File: src/rtl/format_string_expander_macros.svh
// ---------------------------------------------------------------------------
// format_string_expander assertion macros
// Shared concurrent assertion forms for the formatter RTL.
// ---------------------------------------------------------------------------
`ifndef FORMAT_STRING_EXPANDER_MACROS_SVH
`define FORMAT_STRING_EXPANDER_MACROS_SVH

// same-cycle implication, disabled while in reset
`define FSE_ASSERT_IMPL(name, clk, rst_n, ante, cons) \
    name: assert property (@(posedge clk) disable iff (!rst_n) (ante) |-> (cons)) \
        else $error("format_string_expander: check failed");

// next-cycle implication, disabled while in reset
`define FSE_ASSERT_NEXT(name, clk, rst_n, ante, cons) \
    name: assert property (@(posedge clk) disable iff (!rst_n) (ante) |=> (cons)) \
        else $error("format_string_expander: check failed");

`endif

File: src/rtl/fse_pkg.sv
// ---------------------------------------------------------------------------
// fse_pkg
// Word types, opcodes, character codes and helpers for the formatter.
// ---------------------------------------------------------------------------
package fse_pkg;

    localparam int OP_W    = 2;
    localparam int CHAR_W  = 8;
    localparam int ARG_W   = 32;
    localparam int COUNT_W = 16;
    localparam int NIB_W   = 4;

    // input opcodes
    localparam logic [OP_W-1:0] OP_FMT  = 2'd0;
    localparam logic [OP_W-1:0] OP_STR  = 2'd1;
    localparam logic [OP_W-1:0] OP_END  = 2'd2;

    // character codes
    localparam logic [CHAR_W-1:0] CH_NUL = 8'h00;
    localparam logic [CHAR_W-1:0] CH_PCT = 8'h25;
    localparam logic [CHAR_W-1:0] CH_0   = 8'h30;
    localparam logic [CHAR_W-1:0] CH_A   = 8'h41;
    localparam logic [CHAR_W-1:0] CH_UX  = 8'h58;
    localparam logic [CHAR_W-1:0] CH_D   = 8'h64;
    localparam logic [CHAR_W-1:0] CH_P   = 8'h70;
    localparam logic [CHAR_W-1:0] CH_S   = 8'h73;
    localparam logic [CHAR_W-1:0] CH_LX  = 8'h78;

    localparam logic [NIB_W-1:0] NIB_NINE = 4'd9;
    localparam logic [NIB_W-1:0] NIB_TEN  = 4'd10;

    typedef struct packed {
        logic [OP_W-1:0]   op;
        logic [CHAR_W-1:0] char_in;
        logic [ARG_W-1:0]  arg_value;
    } t_in_word;

    typedef struct packed {
        logic [CHAR_W-1:0]  out_char;
        logic               run_last;
        logic [COUNT_W-1:0] out_count;
    } t_out_word;

    // one character handed from the sequencer to the output stage
    typedef struct packed {
        logic [CHAR_W-1:0] ch;
        logic              last;
        logic              clr;   // end marker: restart count afterwards
    } t_emit;

    function automatic logic [CHAR_W-1:0] hex_char(input logic [NIB_W-1:0] nib);
        return (nib <= NIB_NINE) ? (CH_0 + {4'd0, nib}) : (CH_A + {4'd0, nib - NIB_TEN});
    endfunction

    function automatic logic [CHAR_W-1:0] dec_char(input logic [NIB_W-1:0] dig);
        return CH_0 + {4'd0, dig};
    endfunction

endpackage

File: src/rtl/format_string_expander.sv
// ---------------------------------------------------------------------------
// format_string_expander: plain chars, non-NUL string bytes and end words give one word
// each in the cycle after acceptance, 1/cycle unless the output stalls. %x/%X/%p: one hex
// digit per cycle unless the output stalls, input stalled meanwhile. %d: BCD conversion,
// then DIG_N digits with leading zeros dropped. Sync reset clears state and counters only.
// ---------------------------------------------------------------------------
`include "format_string_expander_macros.svh"

module format_string_expander #(
    parameter int HEX_DIGITS = 8,
    parameter int VALUE_BITS = 32
) (
    input  logic               i_clk,
    input  logic               i_rst_n,
    input  logic               i_in_valid,
    output logic               o_in_stall,
    input  fse_pkg::t_in_word  i_in_data,
    output logic               o_out_valid,
    input  logic               i_out_stall,
    output fse_pkg::t_out_word o_out_data
);

    import fse_pkg::*;

    localparam int VAL_W  = (VALUE_BITS < ARG_W) ? VALUE_BITS : ARG_W;
    localparam int DIG_N  = ((VAL_W * 1233) >> 12) + 1;
    localparam int HEX_W  = HEX_DIGITS * NIB_W;
    localparam int DEC_W  = DIG_N * NIB_W;
    localparam int HCNT_W = $clog2(HEX_DIGITS + 1);
    localparam int DCNT_W = $clog2(DIG_N + 1);
    localparam logic [HCNT_W-1:0] HCNT_LOAD = HCNT_W'(HEX_DIGITS);
    localparam logic [HCNT_W-1:0] HCNT_ONE  = HCNT_W'(1);
    localparam logic [DCNT_W-1:0] DCNT_LOAD = DCNT_W'(DIG_N);
    localparam logic [DCNT_W-1:0] DCNT_ONE  = DCNT_W'(1);

    typedef enum logic [1:0] {
        S_IDLE,
        S_HEX,
        S_BCD,
        S_DEC
    } t_state;

    t_state            r_state;
    logic              r_pending;
    logic [HEX_W-1:0]  r_hsh;
    logic [HCNT_W-1:0] r_hcnt;
    logic [DEC_W-1:0]  r_dsh;
    logic [DCNT_W-1:0] r_dcnt;
    logic              r_lead;

    logic               in_acc;
    logic [CHAR_W-1:0]  ch;
    logic [VAL_W-1:0]   val;
    logic [HEX_W+VAL_W-1:0] hex_ext;
    logic               is_hex;
    logic               is_dec;
    logic               is_str;
    logic               em_valid;
    t_emit              em;
    logic               em_rdy;
    logic               skip;
    logic [NIB_W-1:0]   dec_top;
    logic               bcd_start;
    logic               bcd_done;
    logic [DEC_W-1:0]   bcd;
    logic               out_mid;
    logic               seq_busy;
    logic               bcd_fin;

    assign ch      = i_in_data.char_in;
    assign val     = i_in_data.arg_value[VAL_W-1:0];
    assign hex_ext = {{HEX_W{1'b0}}, val};
    assign is_hex  = (ch == CH_LX) || (ch == CH_UX) || (ch == CH_P);
    assign is_dec  = (ch == CH_D);
    assign is_str  = (ch == CH_S);
    assign dec_top = r_dsh[DEC_W-1 -: NIB_W];

    assign o_in_stall = !((r_state == S_IDLE) && em_rdy);
    assign in_acc     = i_in_valid && !o_in_stall;
    assign bcd_start  = in_acc && (i_in_data.op == OP_FMT) && r_pending && is_dec;

    // character select for the output stage
    always_comb begin
        em_valid = 1'b0;
        em.ch    = CH_NUL;
        em.last  = 1'b1;
        em.clr   = 1'b0;
        skip     = 1'b0;
        case (r_state)
            S_IDLE: begin
                em.ch = ch;
                case (i_in_data.op)
                    OP_FMT: begin
                        if (!r_pending) begin
                            em_valid = i_in_valid && (ch != CH_PCT);
                        end else begin
                            em_valid = i_in_valid && !is_hex && !is_dec && !is_str;
                        end
                    end
                    OP_STR: begin
                        em_valid = i_in_valid && (ch != CH_NUL);
                    end
                    OP_END: begin
                        em_valid = i_in_valid;
                        em.ch    = CH_NUL;
                        em.clr   = 1'b1;
                    end
                    default: begin
                        em_valid = 1'b0;
                    end
                endcase
            end
            S_HEX: begin
                em_valid = 1'b1;
                em.ch    = hex_char(r_hsh[HEX_W-1 -: NIB_W]);
                em.last  = (r_hcnt == HCNT_ONE);
            end
            S_DEC: begin
                // leading zeros are dropped; the final digit always goes out
                skip     = r_lead && (dec_top == '0) && (r_dcnt != DCNT_ONE);
                em_valid = !skip;
                em.ch    = dec_char(dec_top);
                em.last  = (r_dcnt == DCNT_ONE);
            end
            default: begin
                em_valid = 1'b0;
            end
        endcase
    end

    always_ff @(posedge i_clk) begin
        if (!i_rst_n) begin
            r_state   <= S_IDLE;
            r_pending <= 1'b0;
            r_hcnt    <= '0;
            r_dcnt    <= '0;
            r_lead    <= 1'b0;
        end else begin
            case (r_state)
                S_IDLE: begin
                    if (in_acc) begin
                        case (i_in_data.op)
                            OP_FMT: begin
                                if (!r_pending) begin
                                    r_pending <= (ch == CH_PCT);
                                end else begin
                                    r_pending <= 1'b0;
                                    if (is_hex) begin
                                        r_hsh   <= hex_ext[HEX_W-1:0];
                                        r_hcnt  <= HCNT_LOAD;
                                        r_state <= S_HEX;
                                    end else if (is_dec) begin
                                        r_state <= S_BCD;
                                    end
                                end
                            end
                            OP_END: begin
                                r_pending <= 1'b0;
                            end
                            default: begin
                            end
                        endcase
                    end
                end
                S_HEX: begin
                    if (em_rdy) begin
                        r_hsh  <= {r_hsh[HEX_W-NIB_W-1:0], {NIB_W{1'b0}}};
                        r_hcnt <= r_hcnt - HCNT_ONE;
                        if (em.last) begin
                            r_state <= S_IDLE;
                        end
                    end
                end
                S_BCD: begin
                    if (bcd_done) begin
                        r_dsh   <= bcd;
                        r_dcnt  <= DCNT_LOAD;
                        r_lead  <= 1'b1;
                        r_state <= S_DEC;
                    end
                end
                S_DEC: begin
                    if (skip || em_rdy) begin
                        r_dsh  <= {r_dsh[DEC_W-NIB_W-1:0], {NIB_W{1'b0}}};
                        r_dcnt <= r_dcnt - DCNT_ONE;
                        if (!skip) begin
                            r_lead <= 1'b0;
                            if (em.last) begin
                                r_state <= S_IDLE;
                            end
                        end
                    end
                end
                default: begin
                    r_state <= S_IDLE;
                end
            endcase
        end
    end

    fse_bcd #(
        .VAL_W (VAL_W),
        .DIG_N (DIG_N)
    ) u_bcd (
        .i_clk   (i_clk),
        .i_rst_n (i_rst_n),
        .i_start (bcd_start),
        .i_value (val),
        .o_done  (bcd_done),
        .o_bcd   (bcd)
    );

    fse_out u_out (
        .i_clk      (i_clk),
        .i_rst_n    (i_rst_n),
        .i_em_valid (em_valid),
        .i_em       (em),
        .o_em_rdy   (em_rdy),
        .o_valid    (o_out_valid),
        .i_stall    (i_out_stall),
        .o_data     (o_out_data)
    );

    assign out_mid  = o_out_valid && !o_out_data.run_last;
    assign seq_busy = (r_state == S_HEX) || (r_state == S_DEC);
    assign bcd_fin  = (r_state == S_BCD) && bcd_done;

    // a non-final word waiting at the output means the sequencer still owes digits
    `FSE_ASSERT_IMPL(a_nonlast_busy, i_clk, i_rst_n, out_mid, seq_busy)
    `FSE_ASSERT_NEXT(a_bcd_to_dec, i_clk, i_rst_n, bcd_fin, r_state == S_DEC && r_lead)
    `FSE_ASSERT_IMPL(a_dec_cnt_live, i_clk, i_rst_n, r_state == S_DEC, r_dcnt != '0)
    `FSE_ASSERT_IMPL(a_hex_cnt_live, i_clk, i_rst_n, r_state == S_HEX, r_hcnt != '0)

endmodule

File: src/rtl/fse_bcd.sv
// ---------------------------------------------------------------------------
// fse_bcd
// Bit-serial binary to BCD converter (shift and add 3), one bit per cycle.
// ---------------------------------------------------------------------------
module fse_bcd #(
    parameter int VAL_W = 32,
    parameter int DIG_N = 10
) (
    input  logic               i_clk,
    input  logic               i_rst_n,
    input  logic               i_start,
    input  logic [VAL_W-1:0]   i_value,
    output logic               o_done,
    output logic [DIG_N*4-1:0] o_bcd
);

    localparam int CNT_W = $clog2(VAL_W + 1);
    localparam logic [CNT_W-1:0] CNT_LOAD = CNT_W'(VAL_W);
    localparam logic [CNT_W-1:0] CNT_ONE  = CNT_W'(1);
    localparam logic [3:0] DIG_FIVE  = 4'd5;
    localparam logic [3:0] DIG_THREE = 4'd3;

    logic               r_busy;
    logic               r_done;
    logic [CNT_W-1:0]   r_cnt;
    logic [VAL_W-1:0]   r_bin;
    logic [DIG_N*4-1:0] r_bcd;
    logic [DIG_N*4-1:0] adj;

    always_comb begin
        for (int i = 0; i < DIG_N; i++) begin
            adj[i*4 +: 4] = (r_bcd[i*4 +: 4] >= DIG_FIVE) ?
                            (r_bcd[i*4 +: 4] + DIG_THREE) : r_bcd[i*4 +: 4];
        end
    end

    always_ff @(posedge i_clk) begin
        if (!i_rst_n) begin
            r_busy <= 1'b0;
            r_done <= 1'b0;
            r_cnt  <= '0;
        end else begin
            r_done <= 1'b0;
            if (i_start) begin
                r_busy <= 1'b1;
                r_cnt  <= CNT_LOAD;
            end else if (r_busy) begin
                r_cnt <= r_cnt - CNT_ONE;
                if (r_cnt == CNT_ONE) begin
                    r_busy <= 1'b0;
                    r_done <= 1'b1;
                end
            end
        end
    end

    always_ff @(posedge i_clk) begin
        if (i_start) begin
            r_bin <= i_value;
            r_bcd <= '0;
        end else if (r_busy) begin
            r_bin <= {r_bin[VAL_W-2:0], 1'b0};
            r_bcd <= {adj[DIG_N*4-2:0], r_bin[VAL_W-1]};
        end
    end

    assign o_done = r_done;
    assign o_bcd  = r_bcd;

endmodule

File: src/rtl/fse_out.sv
// ---------------------------------------------------------------------------
// fse_out
// Output register with the saturating running character count.
// ---------------------------------------------------------------------------
module fse_out (
    input  logic              i_clk,
    input  logic              i_rst_n,
    input  logic              i_em_valid,
    input  fse_pkg::t_emit    i_em,
    output logic              o_em_rdy,
    output logic              o_valid,
    input  logic              i_stall,
    output fse_pkg::t_out_word o_data
);

    import fse_pkg::*;

    logic               r_valid;
    t_out_word          r_data;
    logic [COUNT_W-1:0] r_cnt;
    logic [COUNT_W-1:0] cnt_inc;
    logic               load;

    assign cnt_inc  = (r_cnt == {COUNT_W{1'b1}}) ? r_cnt : (r_cnt + COUNT_W'(1));
    assign o_em_rdy = !r_valid || !i_stall;
    assign load     = i_em_valid && o_em_rdy;

    always_ff @(posedge i_clk) begin
        if (!i_rst_n) begin
            r_valid <= 1'b0;
            r_cnt   <= '0;
        end else begin
            if (o_em_rdy) begin
                r_valid <= i_em_valid;
            end
            if (load) begin
                r_cnt <= i_em.clr ? '0 : cnt_inc;
            end
        end
    end

    always_ff @(posedge i_clk) begin
        if (load) begin
            r_data.out_char  <= i_em.ch;
            r_data.run_last  <= i_em.last;
            r_data.out_count <= cnt_inc;
        end
    end

    assign o_valid = r_valid;
    assign o_data  = r_data;

endmodule

File: config.mk
export PLATFORM = sky130hd
export DESIGN_NAME = format_string_expander
export DESIGN_NICKNAME = d
export VERILOG_FILES = /design/src/rtl/fse_pkg.sv /design/src/rtl/format_string_expander.sv /design/src/rtl/fse_bcd.sv /design/src/rtl/fse_out.sv
export VERILOG_INCLUDE_DIRS = /design/src /design/src/rtl
export SDC_FILE = /design/constraint.sdc
export NUM_CORES = 1
export LEC_CHECK = 0
export ABC_AREA = 1
export BUFFER_PORTS_ARGS = -buffer_cell sky130_fd_sc_hd__buf_2
export CAP_MARGIN = 20
export CORE_MARGIN = 3
export CORE_UTILIZATION = 25
export CTS_CLUSTER_SIZE = 24
export DETAILED_ROUTE_END_ITERATION = 8
export PLACE_DENSITY = 0.41
export RECOVER_POWER = 50
export SETUP_SLACK_MARGIN = 0.2
export SYNTH_ARGS = -nofsm -noshare
export SYNTH_HDL_FRONTEND = slang
export SYNTH_SLANG_ARGS = --single-unit
File: constraint.sdc
create_clock -name i_clk -period 3.9 [get_ports i_clk]
set_input_delay 0.975 -clock i_clk [delete_from_list [all_inputs] [get_ports i_clk]]
set_output_delay 0.975 -clock i_clk [all_outputs]
set_load 0.1 [all_outputs]
# == Word level (Yosys, flattened, before mapping) ==
# Cells that the tools add are included.
# word_totals
register_bits,206
latchBits,0
ram_bits,0
rom_bits,0
inputBits,46
output_inout_bits,27
elab_cells,181
mem_count,0
# classes
add_sub_neg,18
multipliers,0
n_div,0
n_lt_le_gt_ge,11
eq_ne,26
shift,0
n_mux,65
bitwise,2
n_reduce_logical,41
# op_table
operator,n
32-bit two-way mux,7
40-bit two-way mux,2
40-bit one-hot mux with 2 select lines,1
4-bit two-way mux,16
32-bit one-hot mux with 2 select lines,1
"8-bit by 7-bit equality test with 1-bit output, second input constant",5
"4-bit by 3-bit >= comparator with 1-bit output, second input constant",10
"4-bit by 2-bit adder with 4-bit output, second input constant",9
16-bit two-way mux,2
8-bit one-hot mux with 3 select lines,1
2-bit two-way mux,10
"16-bit by 1-bit adder with 16-bit output, second input constant",1
"16-bit equality test, second input constant",1
8-bit two-way mux,2
4-bit one-hot mux with 2 select lines,2
"6-bit by 4-bit adder with 7-bit output, first input constant",2
1-bit logical AND,13
1-bit two-way mux,12
6-bit two-way mux,2
"2-bit inequality test, second input constant",6
"7-bit by 4-bit adder with 8-bit output, first input constant",1
"4-bit by 1-bit equality test with 1-bit output, second input constant",2
"8-bit by 6-bit equality test with 1-bit output, second input constant",1
"8-bit by 6-bit inequality test with 1-bit output, second input constant",1
other kinds (29),53

# == Longest topological paths before layout ==
# logic_depth
word_depth,11
mapped_depth,14
ltp_nobuf,14

# == By module ==
# Synthesis repeated with hierarchy kept, for this count alone.
# hier_totals
hier_cells,1237
area_unflattened_um2,10208.5
# by_module_without_submodules
mod,instances,cells_each,area_per_inst_um2,seq_area_each_um2
format_string_expander,1,505,4241.6,2402.3
fse_bcd,1,527,4092.7,1921.8
fse_out,1,205,1874.3,1091.0

# == Worst setup path before layout ==
# No wires, ideal clock.
# synth_path
path_type,input-to-reg
start,in i_out_stall
end,"reg r_dsh[0], enable pin"
setup_ps,439
arrival_ps,3205
t_required_ps,3461
setup_slack_ps,257
cell_stages,5
path_buffers,0
cell_sequence,nand2_2 inv_1 a21oi_1 nor2_1 nor2_1
# synth_between
elab_chain_cells,5
# synth_lines
element,line_no,text
from (decl),format_string_expander.sv:19,"input logic i_out_stall,"
1-bit zero test,fse_out.sv:25,assign o_em_rdy = !r_valid || !i_stall;
1-bit logical OR,fse_out.sv:25,
1-bit logical OR,format_string_expander.sv:183,if (skip || em_rdy) begin
2-bit inequality test (no line),n/a,
4-bit AND reduction (no line),n/a,
to (signal assigned),format_string_expander.sv:184,"r_dsh <= {r_dsh[DEC_W-NIB_W-1:0], {NIB_W{1'b0}}};"
to (decl),format_string_expander.sv:47,logic [DEC_W-1:0] r_dsh;
# No other way between the ends.
# A chain may end at the register's enable or synchronous reset.

# == Worst setup path after layout ==
# layout_path
start,reg r_state[0]
end,"reg u_bcd.r_bin[26], enable pin"
# layout_between
elab_chain_cells,7
# layout_lines
element,line_no,text
from (decl),format_string_expander.sv:43,t_state r_state;
from (signal assigned),format_string_expander.sv:133,r_state <= S_IDLE;
from (signal assigned),format_string_expander.sv:151,r_state <= S_HEX;
from (signal assigned),format_string_expander.sv:153,r_state <= S_BCD;
2-bit zero test,format_string_expander.sv:78,assign o_in_stall = !((r_state == S_IDLE) && em_rdy);
1-bit logical AND,format_string_expander.sv:78,
1-bit logical AND,format_string_expander.sv:79,assign in_acc = i_in_valid && !o_in_stall;
1-bit logical AND (3 in series),format_string_expander.sv:80,assign bcd_start = in_acc && (i_in_data.op == OP_FMT) && r_pending && is_dec;
2-bit nonzero test (no line),n/a,
to (signal assigned),fse_bcd.sv:59,r_bin <= i_value;
to (signal assigned),fse_bcd.sv:62,"r_bin <= {r_bin[VAL_W-2:0], 1'b0};"
to (decl),fse_bcd.sv:26,logic [VAL_W-1:0] r_bin;
# No other way between the ends.

==> results.txt <==
Syn-to-layout area delta = 17.1%
placed cell count = 1711
core box area = 0.0391 mm2
RSZ-0062 raised after global routing = false
vias per cell = 4.33
Max transition margin = 13.2%
WP data required = 4.04 ns
Post-Syn Nets = 1224
first-pass GRT wire length = 39800 um
CP peak stage delay = 0.57 ns
CP endpoint kind = register
Max IR drop VDD = 0.000263 V
Int Pwr = 4.08 mW
hold wc startpoint = r_hcnt[3]
met2 Resource Use GR = 19.9%
worst-path cell chain = inv_1 -> nand2_1 -> inv_6 -> nand2_1 -> nor2_1 -> nand2_1 -> clkinv_1 -> nand2_1 -> clkinv_1 -> nor2_1 -> inv_1 -> clkbuf_1
most common cell after layout, fill and taps aside = nand2_1
Netlist cell types = 49
diode count = 0
met1 Usage GRT = 15.0%
CP startpoint = r_state[0]
Port Buf Inserts = 72
Mapped Cells = 1147
Psw = 1.39 mW
drt wl/cell = 13.7 um
Die Height = 206 um
most frequent cells in the layout = nand2_1, edfxtp_1, inv_1
WHS = 0.469 ns
I/O pin count = 73
multi-input gate area in the final layout = 0.00386 mm2
setup bufs post-CTS = 0
TritonCTS clock tree = yes
DR vias = 7622
nets = 1298
number of core rows = 72
initial core utilization = 25.5%
Hold Buf Count CTS = 0
initial DRC count = 382
final setup fails = 0
most frequent CP cell = nand2_1
number of fill cells = 4211
largest net degree at the start of global routing = 53
Post-Layout Cell Count = 1759
final worst setup slack = 0.821 ns
DRT Wirelength = 24100 um
WS Path Type = register to register
Final Core Density = 29.9%
GRT overflow = 0
synth warn = 0
TritonCTS buffer count = 26
switching portion of total power = 25.5%
Die ar. = 0.0424 mm2
Final TNS setup = 0 ns
Gate power share = 10.5%
share of cells above drive strength 1 = 10.9%
Avg Inst Size Synth = 8.71 um2
Die X = 206 um
critical path peak fanout = 16
Final Cell Area = 0.0117 mm2
status = completed
Leakage Power = 4.81 nW
worst slack, placed = 1.02 ns
H-tree depth = 1
vias in the first global route = 7632
total power = 5.47 mW
EDFF count, synth = 129
reg2reg start = r_state[0]
Final Hold Viols = 0
met3 GRT Util = 2.21%
DRC errors left = 0
Clk pin slew, worst setup/hold paths = 0.06 ns
Slew @ Worst Pin = 1.30 ns
Clk Latency, worst-skew pair = 0.53 ns
fin crit period = 3.08 ns
Synth Flop Type = edfxtp_1
Sink Count = 206
deepest clock path buffer count = 3
Routed Antenna Nets = 0
Max-Cap Viols = 0
FMAX = 325 MHz
Slowest-stage cell, CP = nor2_1
number of antenna violations at the first check in global routing = 0
CTS root buf = clkbuf_16
GRT Total Usage = 11.5%
PwrDens = 468 mW/mm2
placed instance area = 0.0110 mm2
Final period util = 79.0%
CP Launch Type = register
Synth Register Bits = 206
Final Max Slew Viols = 0
ys async rst share = 0%
Flop pwr share = 45.8%
WP data arrival = 3.22 ns
GRT busiest layer = met2
sequential area share after synthesis = 54.2%
Worst Skew = 0.0125 ns
Final GP Congestion = 0.789
DRT Pass-1 Iters = 4
sequential cell area = 0.00542 mm2
Post-DP HPWL = 16200 um
post-CTS resize count = 0
Clk pwr share = 43.7%
Netlist Area Pre-Place = 0.00999 mm2
hold crit path type = register to register
==> final timing paths <==
path	to	depth (start not counted)	slack, ns
worst max-delay path	u_bcd.r_bin[26]	12	0.82
worst min-delay path	r_hcnt[3]	2	0.47
worst max register to register	u_bcd.r_bin[26]	12	0.82
worst min register to register	r_hcnt[3]	2	0.47
==> synth_stat cells (9+ instances only) <==
master      n  area (um2)
dfxtp_1    77        1540
clkbuf_1   23        86.3
nand2_1   345        1290
o21ai_0    81         405
xor2_1     22         193
a21oi_1    75         375
inv_1     106         398
inv_2      12        45.0
o22ai_1    12        75.1
edfxtp_1  129        3870
nand3_1    43         215
ha_1       31         388
nor2_1     84         315
a211oi_1    9        67.6
buf_2      14        70.1
nor3_1      9        45.0
==> registers in the layout, indices dropped and copies added (netlist names), 2 cells and up <==
register / flops
r_dcnt: 4
u_bcd.r_cnt: 6
r_dsh: 40
r_hsh: 32
u_out.o_data: 25
u_bcd.o_bcd: 40
u_bcd.r_bin: 32
r_hcnt: 4
u_out.r_cnt: 16
r_state: 2
==> kinds of logic after synthesis <==
logic type                 after synthesis  synth area share [%]
xor gates and xnor gates                24                  2.18
buffers and inverters                  163                  6.58
adders and majority gates               31                  3.88
and+or+nand+nor                        520                  21.9
DFF                                    206                  54.2
AOI/OAI and AO/OA                      203                  11.3
==> power groups by stage <==
stage	sequential, mW	combinational [mW]	clock [mW]
global route	2.52	0.667	2.56
detailed placement	2.55	0.587	0
CTS	2.50	0.590	2.48
floorplan	2.63	0.346	0
global placement	2.55	0.586	0
finish	2.51	0.577	2.39
==> worst max-delay path, delay by kind of cell (launching register included) <==
kind	cells	cell delay (ns)
buffers and inverters	6	1.06
DFF	1	0.45
and+or+nand+nor	6	1.17
==> per-layer routing <==
layer | vias to the layer above | routed length, um
met1 | 3513 | 11100
met3 | 38 | 947
met2 | 106 | 11500
met5 | - | 0
li1 | 3965 | -
met4 | 0 | 506
==> final cells by class <==
class / count / area share, %
flip-flops and latches: 206 / 46.3
multi-input cells: 778 / 33.0
clock buffers: 38 / 6.13
well taps: 518 / 5.54
repair buffers: 87 / 4.02
inverters: 122 / 3.96
clock inverters: 10 / 1.04
No activity file was read; power rests on OpenSTA's default activity.
